**src/hdl/rsa_pkg.sv**
```systemverilog
// Shared types and constants for the running statistics accumulator.
package rsa_pkg;

   localparam int SAMPLE_BITS = 32;
   localparam int COUNT_BITS  = 32;
   localparam int VAR_W       = 64;
   localparam int STEP_W      = $clog2(VAR_W + 1);

   localparam logic OP_ADD   = 1'b0;
   localparam logic OP_CLEAR = 1'b1;

   typedef enum logic [2:0] {
      ST_IDLE,
      ST_MEAN,
      ST_PROD,
      ST_SUM,
      ST_CHECK,
      ST_VAR,
      ST_PUBLISH
   } stat_state_type;

   typedef struct packed {
      logic              start;
      logic [STEP_W-1:0] steps;
   } div_cmd_type;

endpackage

```
**src/hdl/rsa_channels_if.sv**
```systemverilog
// Valid/ready channel interfaces for samples in and statistics out.
interface rsa_req_if;
   import rsa_pkg::*;

   logic                   valid;
   logic                   ready;
   logic                   operation;
   logic [SAMPLE_BITS-1:0] sample;

   modport source (output valid, operation, sample, input ready);
   modport sink (input valid, operation, sample, output ready);
endinterface

interface rsa_rsp_if;
   import rsa_pkg::*;

   logic                   valid;
   logic                   ready;
   logic [COUNT_BITS-1:0]  sample_count;
   logic [SAMPLE_BITS-1:0] minimum;
   logic [SAMPLE_BITS-1:0] maximum;
   logic [SAMPLE_BITS-1:0] average;
   logic [VAR_W-1:0]       spread;

   modport source (output valid, sample_count, minimum, maximum, average, spread,
                   input ready);
   modport sink (input valid, sample_count, minimum, maximum, average, spread,
                 output ready);
endinterface

```
**src/hdl/rsa_serial_div.sv**
```systemverilog
// Restoring divider, one quotient bit per cycle, dividend fed MSB first.
module rsa_serial_div #(
   parameter int DEN_W = 32
) (
   input  logic                      clock,
   input  logic                      reset,
   input  rsa_pkg::div_cmd_type      cmd,
   input  logic [DEN_W-1:0]          rem_init,
   input  logic [rsa_pkg::VAR_W-1:0] dividend,
   input  logic [DEN_W-1:0]          divisor,
   output logic                      busy,
   output logic [rsa_pkg::VAR_W-1:0] quotient
);
   import rsa_pkg::*;

   logic                busy_ff, busy_in;
   logic [STEP_W-1:0]   cnt_ff, cnt_in;
   logic [DEN_W-1:0]    rem_ff, rem_in;
   logic [DEN_W-1:0]    den_ff, den_in;
   logic [VAR_W-1:0]    num_ff, num_in;
   logic [VAR_W-1:0]    quo_ff, quo_in;
   logic [DEN_W:0]      rem_shift;
   logic [DEN_W:0]      trial;
   logic                fits;

   assign rem_shift = {rem_ff, num_ff[VAR_W-1]};
   assign trial     = rem_shift - {1'b0, den_ff};
   assign fits      = ~trial[DEN_W];

   always_comb begin
      busy_in = busy_ff;
      cnt_in  = cnt_ff;
      rem_in  = rem_ff;
      den_in  = den_ff;
      num_in  = num_ff;
      quo_in  = quo_ff;
      if (cmd.start) begin
         busy_in = 1'b1;
         cnt_in  = cmd.steps;
         rem_in  = rem_init;
         den_in  = divisor;
         num_in  = dividend;
         quo_in  = '0;
      end else if (busy_ff) begin
         rem_in  = fits ? trial[DEN_W-1:0] : rem_shift[DEN_W-1:0];
         num_in  = {num_ff[VAR_W-2:0], 1'b0};
         quo_in  = {quo_ff[VAR_W-2:0], fits};
         cnt_in  = cnt_ff - STEP_W'(1);
         busy_in = (cnt_ff != STEP_W'(1));
      end
   end

   always_ff @(posedge clock) begin
      if (reset) begin
         busy_ff <= 1'b0;
         cnt_ff  <= '0;
      end else begin
         busy_ff <= busy_in;
         cnt_ff  <= cnt_in;
      end
      rem_ff <= rem_in;
      den_ff <= den_in;
      num_ff <= num_in;
      quo_ff <= quo_in;
   end

   assign busy     = busy_ff;
   assign quotient = quo_ff;

endmodule

```
**src/hdl/rsa_serial_mul.sv**
```systemverilog
// Shift-add multiplier, one multiplier bit per cycle, MSB first.
module rsa_serial_mul #(
   parameter int A_W = 32,
   parameter int B_W = 32
) (
   input  logic               clock,
   input  logic               reset,
   input  logic               start,
   input  logic [A_W-1:0]     mult_a,
   input  logic [B_W-1:0]     mult_b,
   output logic               busy,
   output logic [A_W+B_W-1:0] product
);
   import rsa_pkg::*;

   localparam int CNT_W  = $clog2(A_W + 1);
   localparam int PROD_W = A_W + B_W;

   logic              busy_ff, busy_in;
   logic [CNT_W-1:0]  cnt_ff, cnt_in;
   logic [A_W-1:0]    a_ff, a_in;
   logic [B_W-1:0]    b_ff, b_in;
   logic [PROD_W-1:0] prod_ff, prod_in;

   always_comb begin
      busy_in = busy_ff;
      cnt_in  = cnt_ff;
      a_in    = a_ff;
      b_in    = b_ff;
      prod_in = prod_ff;
      if (start) begin
         busy_in = 1'b1;
         cnt_in  = CNT_W'(A_W);
         a_in    = mult_a;
         b_in    = mult_b;
         prod_in = '0;
      end else if (busy_ff) begin
         prod_in = {prod_ff[PROD_W-2:0], 1'b0}
                 + (a_ff[A_W-1] ? PROD_W'(b_ff) : '0);
         a_in    = {a_ff[A_W-2:0], 1'b0};
         cnt_in  = cnt_ff - CNT_W'(1);
         busy_in = (cnt_ff != CNT_W'(1));
      end
   end

   always_ff @(posedge clock) begin
      if (reset) begin
         busy_ff <= 1'b0;
         cnt_ff  <= '0;
      end else begin
         busy_ff <= busy_in;
         cnt_ff  <= cnt_in;
      end
      a_ff    <= a_in;
      b_ff    <= b_in;
      prod_ff <= prod_in;
   end

   assign busy    = busy_ff;
   assign product = prod_ff;

endmodule

```
**src/hdl/running_statistics_accumulator_unit.sv**
```systemverilog
// A clear or the first sample after a clear passes from acceptance through the publish state into
// the output register; a later sample runs the mean divide, the product multiply and the 64-step
// variance divide, and skips that divide when the variance saturates. One transaction is in work
// at a time; the next is taken the cycle after the result is loaded, later while the output
// register stays full.
// Reset (synchronous): count, maximum, mean, variance to zero, minimum to all ones, output empty.
module running_statistics_accumulator_unit #(
   parameter int SAMPLE_WIDTH = 32,
   parameter int COUNT_WIDTH  = 32
) (
   input logic clock,
   input logic reset,
   rsa_req_if.sink   req_chan,
   rsa_rsp_if.source rsp_chan
);
   import rsa_pkg::*;

   localparam int SW    = SAMPLE_WIDTH;
   localparam int CW    = COUNT_WIDTH;
   localparam int ACC_W = CW + VAR_W + 1;

   stat_state_type state_ff, state_in;

   logic [CW-1:0]    count_ff, count_in;
   logic [SW-1:0]    min_ff, min_in;
   logic [SW-1:0]    max_ff, max_in;
   logic [SW-1:0]    mean_ff, mean_in;
   logic [VAR_W-1:0] var_ff, var_in;
   logic             x_ge_ff, x_ge_in;
   logic [SW-1:0]    diff_ff, diff_in;
   logic [ACC_W-1:0] sum_ff, sum_in;

   logic             rsp_valid_ff, rsp_valid_in;
   logic [COUNT_BITS-1:0]  out_count_ff, out_count_in;
   logic [SAMPLE_BITS-1:0] out_min_ff, out_min_in;
   logic [SAMPLE_BITS-1:0] out_max_ff, out_max_in;
   logic [SAMPLE_BITS-1:0] out_mean_ff, out_mean_in;
   logic [VAR_W-1:0]       out_var_ff, out_var_in;

   // FSM outputs
   logic accept, start_mean, start_prod, load_sum, start_var, var_sat, load_var, publish;

   logic [SW-1:0]    x;
   logic [CW-1:0]    count_m1;
   logic [SW-1:0]    step;
   logic [SW-1:0]    new_mean;
   logic             sum_over;

   div_cmd_type      div_cmd;
   logic [CW-1:0]    div_rem_init;
   logic [VAR_W-1:0] div_dividend;
   logic [CW-1:0]    div_divisor;
   logic             div_busy;
   logic [VAR_W-1:0] div_quo;

   logic             vmul_busy;
   logic [CW+VAR_W-1:0] vmul_prod;
   logic             pmul_busy;
   logic [2*SW-1:0]  pmul_prod;

   assign x        = req_chan.sample[SW-1:0];
   assign count_m1 = count_ff - CW'(1);
   assign step     = div_quo[SW-1:0];
   assign new_mean = x_ge_ff ? (mean_ff + step) : (mean_ff - step);
   assign sum_over = (sum_ff[ACC_W-1:VAR_W] >= {1'b0, count_m1});

   // next state
   always_comb begin
      state_in = state_ff;
      case (state_ff)
         ST_IDLE: begin
            if (req_chan.valid) begin
               if (req_chan.operation == OP_CLEAR || count_ff == '0) begin
                  state_in = ST_PUBLISH;
               end else begin
                  state_in = ST_MEAN;
               end
            end
         end
         ST_MEAN: begin
            if (!div_busy && !vmul_busy) begin
               state_in = ST_PROD;
            end
         end
         ST_PROD: begin
            if (!pmul_busy) begin
               state_in = ST_SUM;
            end
         end
         ST_SUM: begin
            state_in = ST_CHECK;
         end
         ST_CHECK: begin
            state_in = sum_over ? ST_PUBLISH : ST_VAR;
         end
         ST_VAR: begin
            if (!div_busy) begin
               state_in = ST_PUBLISH;
            end
         end
         ST_PUBLISH: begin
            if (!rsp_valid_ff || rsp_chan.ready) begin
               state_in = ST_IDLE;
            end
         end
         default: begin
            state_in = ST_IDLE;
         end
      endcase
   end

   // control outputs
   always_comb begin
      accept     = 1'b0;
      start_mean = 1'b0;
      start_prod = 1'b0;
      load_sum   = 1'b0;
      start_var  = 1'b0;
      var_sat    = 1'b0;
      load_var   = 1'b0;
      publish    = 1'b0;
      case (state_ff)
         ST_IDLE: begin
            accept     = req_chan.valid;
            start_mean = req_chan.valid && (req_chan.operation == OP_ADD) && (count_ff != '0);
         end
         ST_MEAN: begin
            start_prod = !div_busy && !vmul_busy;
         end
         ST_PROD: begin
            load_sum = !pmul_busy;
         end
         ST_SUM: begin
         end
         ST_CHECK: begin
            var_sat   = sum_over;
            start_var = !sum_over;
         end
         ST_VAR: begin
            load_var = !div_busy;
         end
         ST_PUBLISH: begin
            publish = !rsp_valid_ff || rsp_chan.ready;
         end
         default: begin
         end
      endcase
   end

   assign req_chan.ready = (state_ff == ST_IDLE);

   // statistics datapath
   always_comb begin
      count_in = count_ff;
      min_in   = min_ff;
      max_in   = max_ff;
      mean_in  = mean_ff;
      var_in   = var_ff;
      x_ge_in  = x_ge_ff;
      diff_in  = diff_ff;
      sum_in   = sum_ff;
      if (accept) begin
         if (req_chan.operation == OP_CLEAR) begin
            count_in = '0;
            min_in   = '1;
            max_in   = '0;
            mean_in  = '0;
            var_in   = '0;
         end else begin
            if (x < min_ff) begin
               min_in = x;
            end
            if (x > max_ff) begin
               max_in = x;
            end
            // saturate the count and keep folding samples in at the maximum
            count_in = (count_ff != '1) ? (count_ff + CW'(1)) : count_ff;
            if (count_ff == '0) begin
               mean_in = x;
               var_in  = '0;
            end
            x_ge_in = (x >= mean_ff);
            diff_in = (x >= mean_ff) ? (x - mean_ff) : (mean_ff - x);
         end
      end
      if (start_prod) begin
         mean_in = new_mean;
      end
      if (load_sum) begin
         sum_in = ACC_W'(vmul_prod) + ACC_W'(pmul_prod);
      end
      if (var_sat) begin
         var_in = '1;
      end
      if (load_var) begin
         var_in = div_quo;
      end
   end

   // the divider serves the mean step first, then the variance quotient
   always_comb begin
      div_cmd.start = start_mean || start_var;
      if (start_var) begin
         div_cmd.steps = STEP_W'(VAR_W);
         div_rem_init  = sum_ff[VAR_W +: CW];
         div_dividend  = sum_ff[VAR_W-1:0];
         div_divisor   = count_m1;
      end else begin
         div_cmd.steps = STEP_W'(SW);
         div_rem_init  = '0;
         div_dividend  = {diff_in, {(VAR_W-SW){1'b0}}};
         div_divisor   = count_in;
      end
   end

   rsa_serial_div #(
      .DEN_W (CW)
   ) u_div (
      .clock    (clock),
      .reset    (reset),
      .cmd      (div_cmd),
      .rem_init (div_rem_init),
      .dividend (div_dividend),
      .divisor  (div_divisor),
      .busy     (div_busy),
      .quotient (div_quo)
   );

   // (n-2) * variance runs alongside the mean divide
   rsa_serial_mul #(
      .A_W (CW),
      .B_W (VAR_W)
   ) u_var_mul (
      .clock   (clock),
      .reset   (reset),
      .start   (start_mean),
      .mult_a  (count_in - CW'(2)),
      .mult_b  (var_ff),
      .busy    (vmul_busy),
      .product (vmul_prod)
   );

   // |x - old mean| * |x - new mean|; the second factor is diff minus step
   rsa_serial_mul #(
      .A_W (SW),
      .B_W (SW)
   ) u_prod_mul (
      .clock   (clock),
      .reset   (reset),
      .start   (start_prod),
      .mult_a  (diff_ff - step),
      .mult_b  (diff_ff),
      .busy    (pmul_busy),
      .product (pmul_prod)
   );

   // output register
   always_comb begin
      rsp_valid_in = rsp_valid_ff;
      out_count_in = out_count_ff;
      out_min_in   = out_min_ff;
      out_max_in   = out_max_ff;
      out_mean_in  = out_mean_ff;
      out_var_in   = out_var_ff;
      if (rsp_chan.ready) begin
         rsp_valid_in = 1'b0;
      end
      if (publish) begin
         rsp_valid_in = 1'b1;
         out_count_in = COUNT_BITS'(count_ff);
         out_min_in   = SAMPLE_BITS'(min_ff);
         out_max_in   = SAMPLE_BITS'(max_ff);
         out_mean_in  = SAMPLE_BITS'(mean_ff);
         out_var_in   = var_ff;
      end
   end

   always_ff @(posedge clock) begin
      if (reset) begin
         state_ff     <= ST_IDLE;
         count_ff     <= '0;
         min_ff       <= '1;
         max_ff       <= '0;
         mean_ff      <= '0;
         var_ff       <= '0;
         rsp_valid_ff <= 1'b0;
      end else begin
         state_ff     <= state_in;
         count_ff     <= count_in;
         min_ff       <= min_in;
         max_ff       <= max_in;
         mean_ff      <= mean_in;
         var_ff       <= var_in;
         rsp_valid_ff <= rsp_valid_in;
      end
      x_ge_ff      <= x_ge_in;
      diff_ff      <= diff_in;
      sum_ff       <= sum_in;
      out_count_ff <= out_count_in;
      out_min_ff   <= out_min_in;
      out_max_ff   <= out_max_in;
      out_mean_ff  <= out_mean_in;
      out_var_ff   <= out_var_in;
   end

   assign rsp_chan.valid        = rsp_valid_ff;
   assign rsp_chan.sample_count = out_count_ff;
   assign rsp_chan.minimum      = out_min_ff;
   assign rsp_chan.maximum      = out_max_ff;
   assign rsp_chan.average      = out_mean_ff;
   assign rsp_chan.spread       = out_var_ff;

endmodule
```
**src/flat_wrapper.sv**
```systemverilog
// flat-port wrapper written by rule: the top's interface ports become plain ports
module running_statistics_accumulator_unit_flat import rsa_pkg::*;
#(
   parameter int SAMPLE_WIDTH = 32,
   parameter int COUNT_WIDTH  = 32
)
  (clock, reset, req_chan_valid, req_chan_operation, req_chan_sample, req_chan_ready, rsp_chan_valid, rsp_chan_sample_count, rsp_chan_minimum, rsp_chan_maximum, rsp_chan_average, rsp_chan_spread, rsp_chan_ready);
  rsa_req_if req_chan_i ();
  rsa_rsp_if rsp_chan_i ();
  input logic clock;
  input logic reset;
  input wire logic [$bits(req_chan_i.valid)-1:0] req_chan_valid;
  input wire logic [$bits(req_chan_i.operation)-1:0] req_chan_operation;
  input wire logic [$bits(req_chan_i.sample)-1:0] req_chan_sample;
  output wire logic [$bits(req_chan_i.ready)-1:0] req_chan_ready;
  output wire logic [$bits(rsp_chan_i.valid)-1:0] rsp_chan_valid;
  output wire logic [$bits(rsp_chan_i.sample_count)-1:0] rsp_chan_sample_count;
  output wire logic [$bits(rsp_chan_i.minimum)-1:0] rsp_chan_minimum;
  output wire logic [$bits(rsp_chan_i.maximum)-1:0] rsp_chan_maximum;
  output wire logic [$bits(rsp_chan_i.average)-1:0] rsp_chan_average;
  output wire logic [$bits(rsp_chan_i.spread)-1:0] rsp_chan_spread;
  input wire logic [$bits(rsp_chan_i.ready)-1:0] rsp_chan_ready;
  assign req_chan_i.valid = req_chan_valid;
  assign req_chan_i.operation = req_chan_operation;
  assign req_chan_i.sample = req_chan_sample;
  assign req_chan_ready = req_chan_i.ready;
  assign rsp_chan_valid = rsp_chan_i.valid;
  assign rsp_chan_sample_count = rsp_chan_i.sample_count;
  assign rsp_chan_minimum = rsp_chan_i.minimum;
  assign rsp_chan_maximum = rsp_chan_i.maximum;
  assign rsp_chan_average = rsp_chan_i.average;
  assign rsp_chan_spread = rsp_chan_i.spread;
  assign rsp_chan_i.ready = rsp_chan_ready;
  running_statistics_accumulator_unit #(.SAMPLE_WIDTH(SAMPLE_WIDTH), .COUNT_WIDTH(COUNT_WIDTH)) u_core (.clock(clock), .reset(reset), .req_chan(req_chan_i), .rsp_chan(rsp_chan_i));
endmodule
```
**config.mk**
```make
export PLATFORM = sky130hd
export DESIGN_NAME = running_statistics_accumulator_unit_flat
export DESIGN_NICKNAME = d
export VERILOG_FILES = /design/src/hdl/rsa_pkg.sv /design/src/hdl/rsa_channels_if.sv /design/src/hdl/rsa_serial_div.sv /design/src/hdl/rsa_serial_mul.sv /design/src/hdl/running_statistics_accumulator_unit.sv /design/src/flat_wrapper.sv
export SDC_FILE = /design/constraint.sdc
export NUM_CORES = 2
export LEC_CHECK = 0
export BUFFER_PORTS_ARGS = -buffer_cell sky130_fd_sc_hd__buf_4
export CAP_MARGIN = 20
export CORE_UTILIZATION = 60
export DETAILED_ROUTE_END_ITERATION = 12
export HOLD_SLACK_MARGIN = 0.08
export PLACE_DENSITY = 0.78
export SETUP_SLACK_MARGIN = 0.3
export SYNTH_ARGS = -nofsm -noshare
export SYNTH_HDL_FRONTEND = slang
export SYNTH_SLANG_ARGS = --single-unit
```
**constraint.sdc**
```tcl
create_clock -name clock -period 18.23 [get_ports clock]
set_input_delay 0.9115 -clock clock [delete_from_list [all_inputs] [get_ports clock]]
set_output_delay 0.9115 -clock clock [all_outputs]
set_load 0.005 [all_outputs]
```
==> metrics.md <==
| Metric | Value |
|---|---|
| Postcts setup bufs | 0 |
| Unrepaired setup endpoints after global routing | false |
| Net Sw Frac | 43.7% |
| Finish-stage setup viols | 0 |
| Worst-path clk slew | 0.06 ns |
| Worst-Margin Slew | 1.13 ns |
| GR Overflow Total | 0 |
| Post-synth top flop | edfxtp_1 |
| Synth Area in Compound Gates | 16.8% |
| Placer congestion estimate | 0.991 |
| Pwr Density | 192 mW/mm^2 |
| Cts hold-fix bufs | 0 |
| DRC errors left | 0 |
| Power Internal | 7.32 mW |
| Die W | 323 um |
| Max Cap Viol | 0 |
| Post-cts resize count | 0 |
| Yosys reg bits | 1,052 |
| Worst hold start | u_core.var_ff[26] |
| NetSw | 5.69 mW |
| Synth top cells by count | nand2_1, edfxtp_1, nor2_1 |
| Number of iterations in the first detailed-routing pass | 6 |
| Leakage power | 27.6 nW |
| Detailed Route WL | 176 mm |
| Max stage delay cell, worst path | and3_4 |
| Max Clk Rate | 0.142 GHz |
| Buf/Inv on CP | 3 |
| Kind of critical path | register to register |
| VDD IR max | 0.154 mV |
| Post-route minimum period | 7.07 ns |
| Adder-cell share of the synthesized area | 8.78% |
| Area Overhead vs Synth | 10.2% |
| Clk_skew | 0.0224 ns |
| Yosys cell types | 100 |
| Height of the die | 323 um |
| Detailed Route Iter0 Violations | 5,670 |
| Worst-Skew Late Latency | 0.71 ns |
| Layout Nets | 7,078 |
| Vias | 50,600 |
| Length in cells of the worst reg-to-reg path | 23 |
| CP Data Arrival Time | 7.46 ns |
| Crit Path Max Fanout | 78 |
| Yosys top cell area share | 28.1% |
| Clk sinks | 1,052 |
| Post-Synthesis Cells | 6,583 |
| R2R setup slack | 11.16 ns |
| Rows | 117 |
| Biggest area consumer among synthesized cells | edfxtp_1 |
| Comb pwr share | 49.1% |
| Worst Hold Depth | 0 |
| CTS max path bufs | 3 |
| Xor-xnor portion of the synthesized cell area | 6.22% |
| EDFF count, synth | 578 |
| Worst path depth | 23 |
| Core region area | 0.102 sq mm |
| Worst slew margin | 24.6% |
| Delay-heaviest family, CP | simple AND/OR/NAND/NOR gates |
| Crit start category | register |
| Initial antenna violation count | 3 |
| Mapped Nets | 7,048 |
| Io pins | 231 |
| Mux contribution to synthesized area | 4.52% |
| Top-count cell post-synth | nand2_1 |
| Post-synth ARST share | 0% |
| Clk pwr share | 17.9% |
| # fillers | 8,159 |
| Seq/Total Area, Yosys | 43.5% |
| CTS tree | built |
| Final period util | 38.8% |
| Share of cells above drive strength 1 | 8.08% |
| Pins Over Slew Limit | 0 |
| Total power | 13.0 mW |
| Synth Area in Simple Gates | 16.0% |
| Avg Inst Size Synth | 9.37 sq um |
| Number of H-tree levels | 3 |
| CP max stage delay | 0.77 ns |
| DP HPWL | 128 mm |
| Detail Route Antenna Nets | 0 |
| Gr usage total | 33.3% |
| Netlist Area Pre-Place | 0.0617 sq mm |
| Type of the tightest min-delay check | register to register |
| Largest net degree at the start of global routing | 148 |
| First-pass GRT wire length | 272 mm |
| Die area | 0.104 sq mm |
| Fin. Hold Viols | 0 |
| Status | finished, final reports clean |
| Root buffer cell | clkbuf_16 |
| Worst reg2reg endpoint | u_core.u_div.rem_ff[23] |
| Port Buffers | 230 |
| Setup total negative slack | 0 ns |
| Crit. End Element | register |
| CP Cell Sequence | inv_1, ha_1, nor3b_1, nand2_1, nor2_1, nand2_1, nor3_1, nand2_1, nor3_1, xnor2_1, ha_1, a21o_1, a21o_1, a21oi_1, o21ai_0, a21oi_1, o21ai_0, a21oi_1, and3_4, nor2_4, inv_4, buf_4, o21ai_0 |
| Starting Density | 60.5% |
| Synth top area cells | edfxtp_1, dfxtp_1, ha_1, mux2i_1, xnor2_1 |
| Via density | 6.26 |
| Ys Warns | 0 |
| WP data required | 18.62 ns |
| Hold path endpoint | u_core.u_var_mul.b_ff[26] |
| Largest family of logic cells by synthesized area | compound AO/OA/AOI/OAI gates |
| Reg2reg start | u_core.count_ff[0] |
| Sequential share of power | 33.0% |
| Wirelength per Cell | 21.8 um |
| Vias in the first global route | 46,900 |
| Num CTS Buffers | 107 |
==> power groups by stage <==
stage               Clock [mW]  Combinational, mW  Sequential, mW
floorplan                    0               4.71            3.94
global placement             0               6.11            4.30
detailed placement           0               6.23            4.30
CTS                       2.35               6.29            4.27
global route              2.44               6.99            4.35
finish                    2.33               6.39            4.29
==> final cells by class <==
cell class / instances / area (sq um) / share of cell area, %
multi-input cells: 4865 / 32400 / 47.6
flip-flops and latches: 1052 / 26900 / 39.5
clock buffers: 146 / 3060 / 4.51
repair buffers: 276 / 2090 / 3.07
well taps: 1368 / 1710 / 2.52
inverters: 311 / 1180 / 1.73
clock inverters: 57 / 666 / 0.980
diodes: 6 / 15.0 / 0.0221
==> stage by stage <==
stage / area, sq um / utilization (%) / instances / setup slack, ns / hold slack, ns
3_5_place_dp: 64200 / 63.0 / 7872 / 11.20 / 0.443
6_report: 67900 / 66.7 / 8081 / 11.16 / 0.454
4_1_cts: 67900 / 66.7 / 8075 / 11.16 / 0.454
2_1_floorplan: 61700 / - / 6583 / 8.36 / 0.403
3_3_place_gp: 64200 / 63.0 / 7871 / 11.42 / 0.441
5_1_grt: 67900 / 66.7 / 8075 / 10.53 / 0.471
==> layer usage <==
layer  vias to the layer above  GRT usage, %  part of all wire (%)
li1                      23800             -                     -
met1                     24300          45.9                    42
met2                      2091          53.2                    46
met3                       356          4.63                   7.8
met4                         2          12.7                   3.7
met5                         -             0                0.0068
==> cell usage in the layout, fill, tap and decap left out, types with 75 or more instances in the layout <==
cell,Yosys,layout
clkbuf_16,0,113
inv_1,306,306
edfxtp_1,578,578
mux2i_1,272,272
dfxtp_1,474,471
buf_4,6,274
o21ai_0,413,413
nor2_1,564,559
nand4_1,94,94
ha_1,420,420
a31oi_1,125,125
and2_1,115,115
nand3_1,180,179
xnor2_1,276,276
a21o_1,187,187
a211oi_1,75,75
xor2_1,162,161
nand2_1,627,623
nor3_1,125,124
a21oi_1,435,435
==> worst max-delay path by stage <==
stage / to / slack, ns / start
after CTS: u_core.u_div.rem_ff[23] / 11.16 / u_core.count_ff[0]
after global routing: u_core.u_div.rem_ff[23] / 10.53 / u_core.count_ff[0]
final: u_core.u_div.rem_ff[23] / 11.16 / u_core.count_ff[0]
after global placement: u_core.u_div.rem_ff[14] / 11.42 / u_core.count_ff[0]
after floorplan: u_core.rsp_chan.average[0] / 8.36 / rsp_chan_ready
after detailed placement: u_core.u_div.rem_ff[23] / 11.20 / u_core.count_ff[0]
==> worst reg2reg max path, stage by stage, from the launching register on <==
cell	delay (ns)
dfxtp_1	0.39
inv_1	0.16
ha_1	0.20
nor3b_1	0.34
nand2_1	0.17
nor2_1	0.17
nand2_1	0.16
nor3_1	0.45
nand2_1	0.16
nor3_1	0.21
xnor2_1	0.19
ha_1	0.29
a21o_1	0.16
a21o_1	0.17
a21oi_1	0.14
o21ai_0	0.11
a21oi_1	0.15
o21ai_0	0.09
a21oi_1	0.29
and3_4	0.77
nor2_4	0.34
inv_4	0.57
buf_4	0.77
o21ai_0	0.32
==> sequential cells by signal, summed over array words and instances, names as in the netlist, 64 cells and up <==
signal,flops
u_core.sum_ff,97
u_core.u_div.num_ff,64
u_core.var_ff,64
u_core.rsp_chan.spread,64
u_core.u_var_mul.b_ff,64
u_core.u_div.quotient,64
u_core.u_prod_mul.product,64
u_core.u_var_mul.product,96
==> cell families (layout without fill, tap and decap cells) <==
| kind of cell | count (synthesis) | after routing |
|---|---|---|
| AOI/OAI and AO/OA | 1649 | 1649 |
| xor gates and xnor gates | 438 | 438 |
| adders and majority gates | 428 | 428 |
| buffers and inverters | 666 | 790 |
| DFF | 1052 | 1052 |
| muxes | 278 | 278 |
| other | 0 | 6 |
| and+or+nand+nor | 2072 | 2072 |
Note: power is estimated with default switching activity, not from simulation.
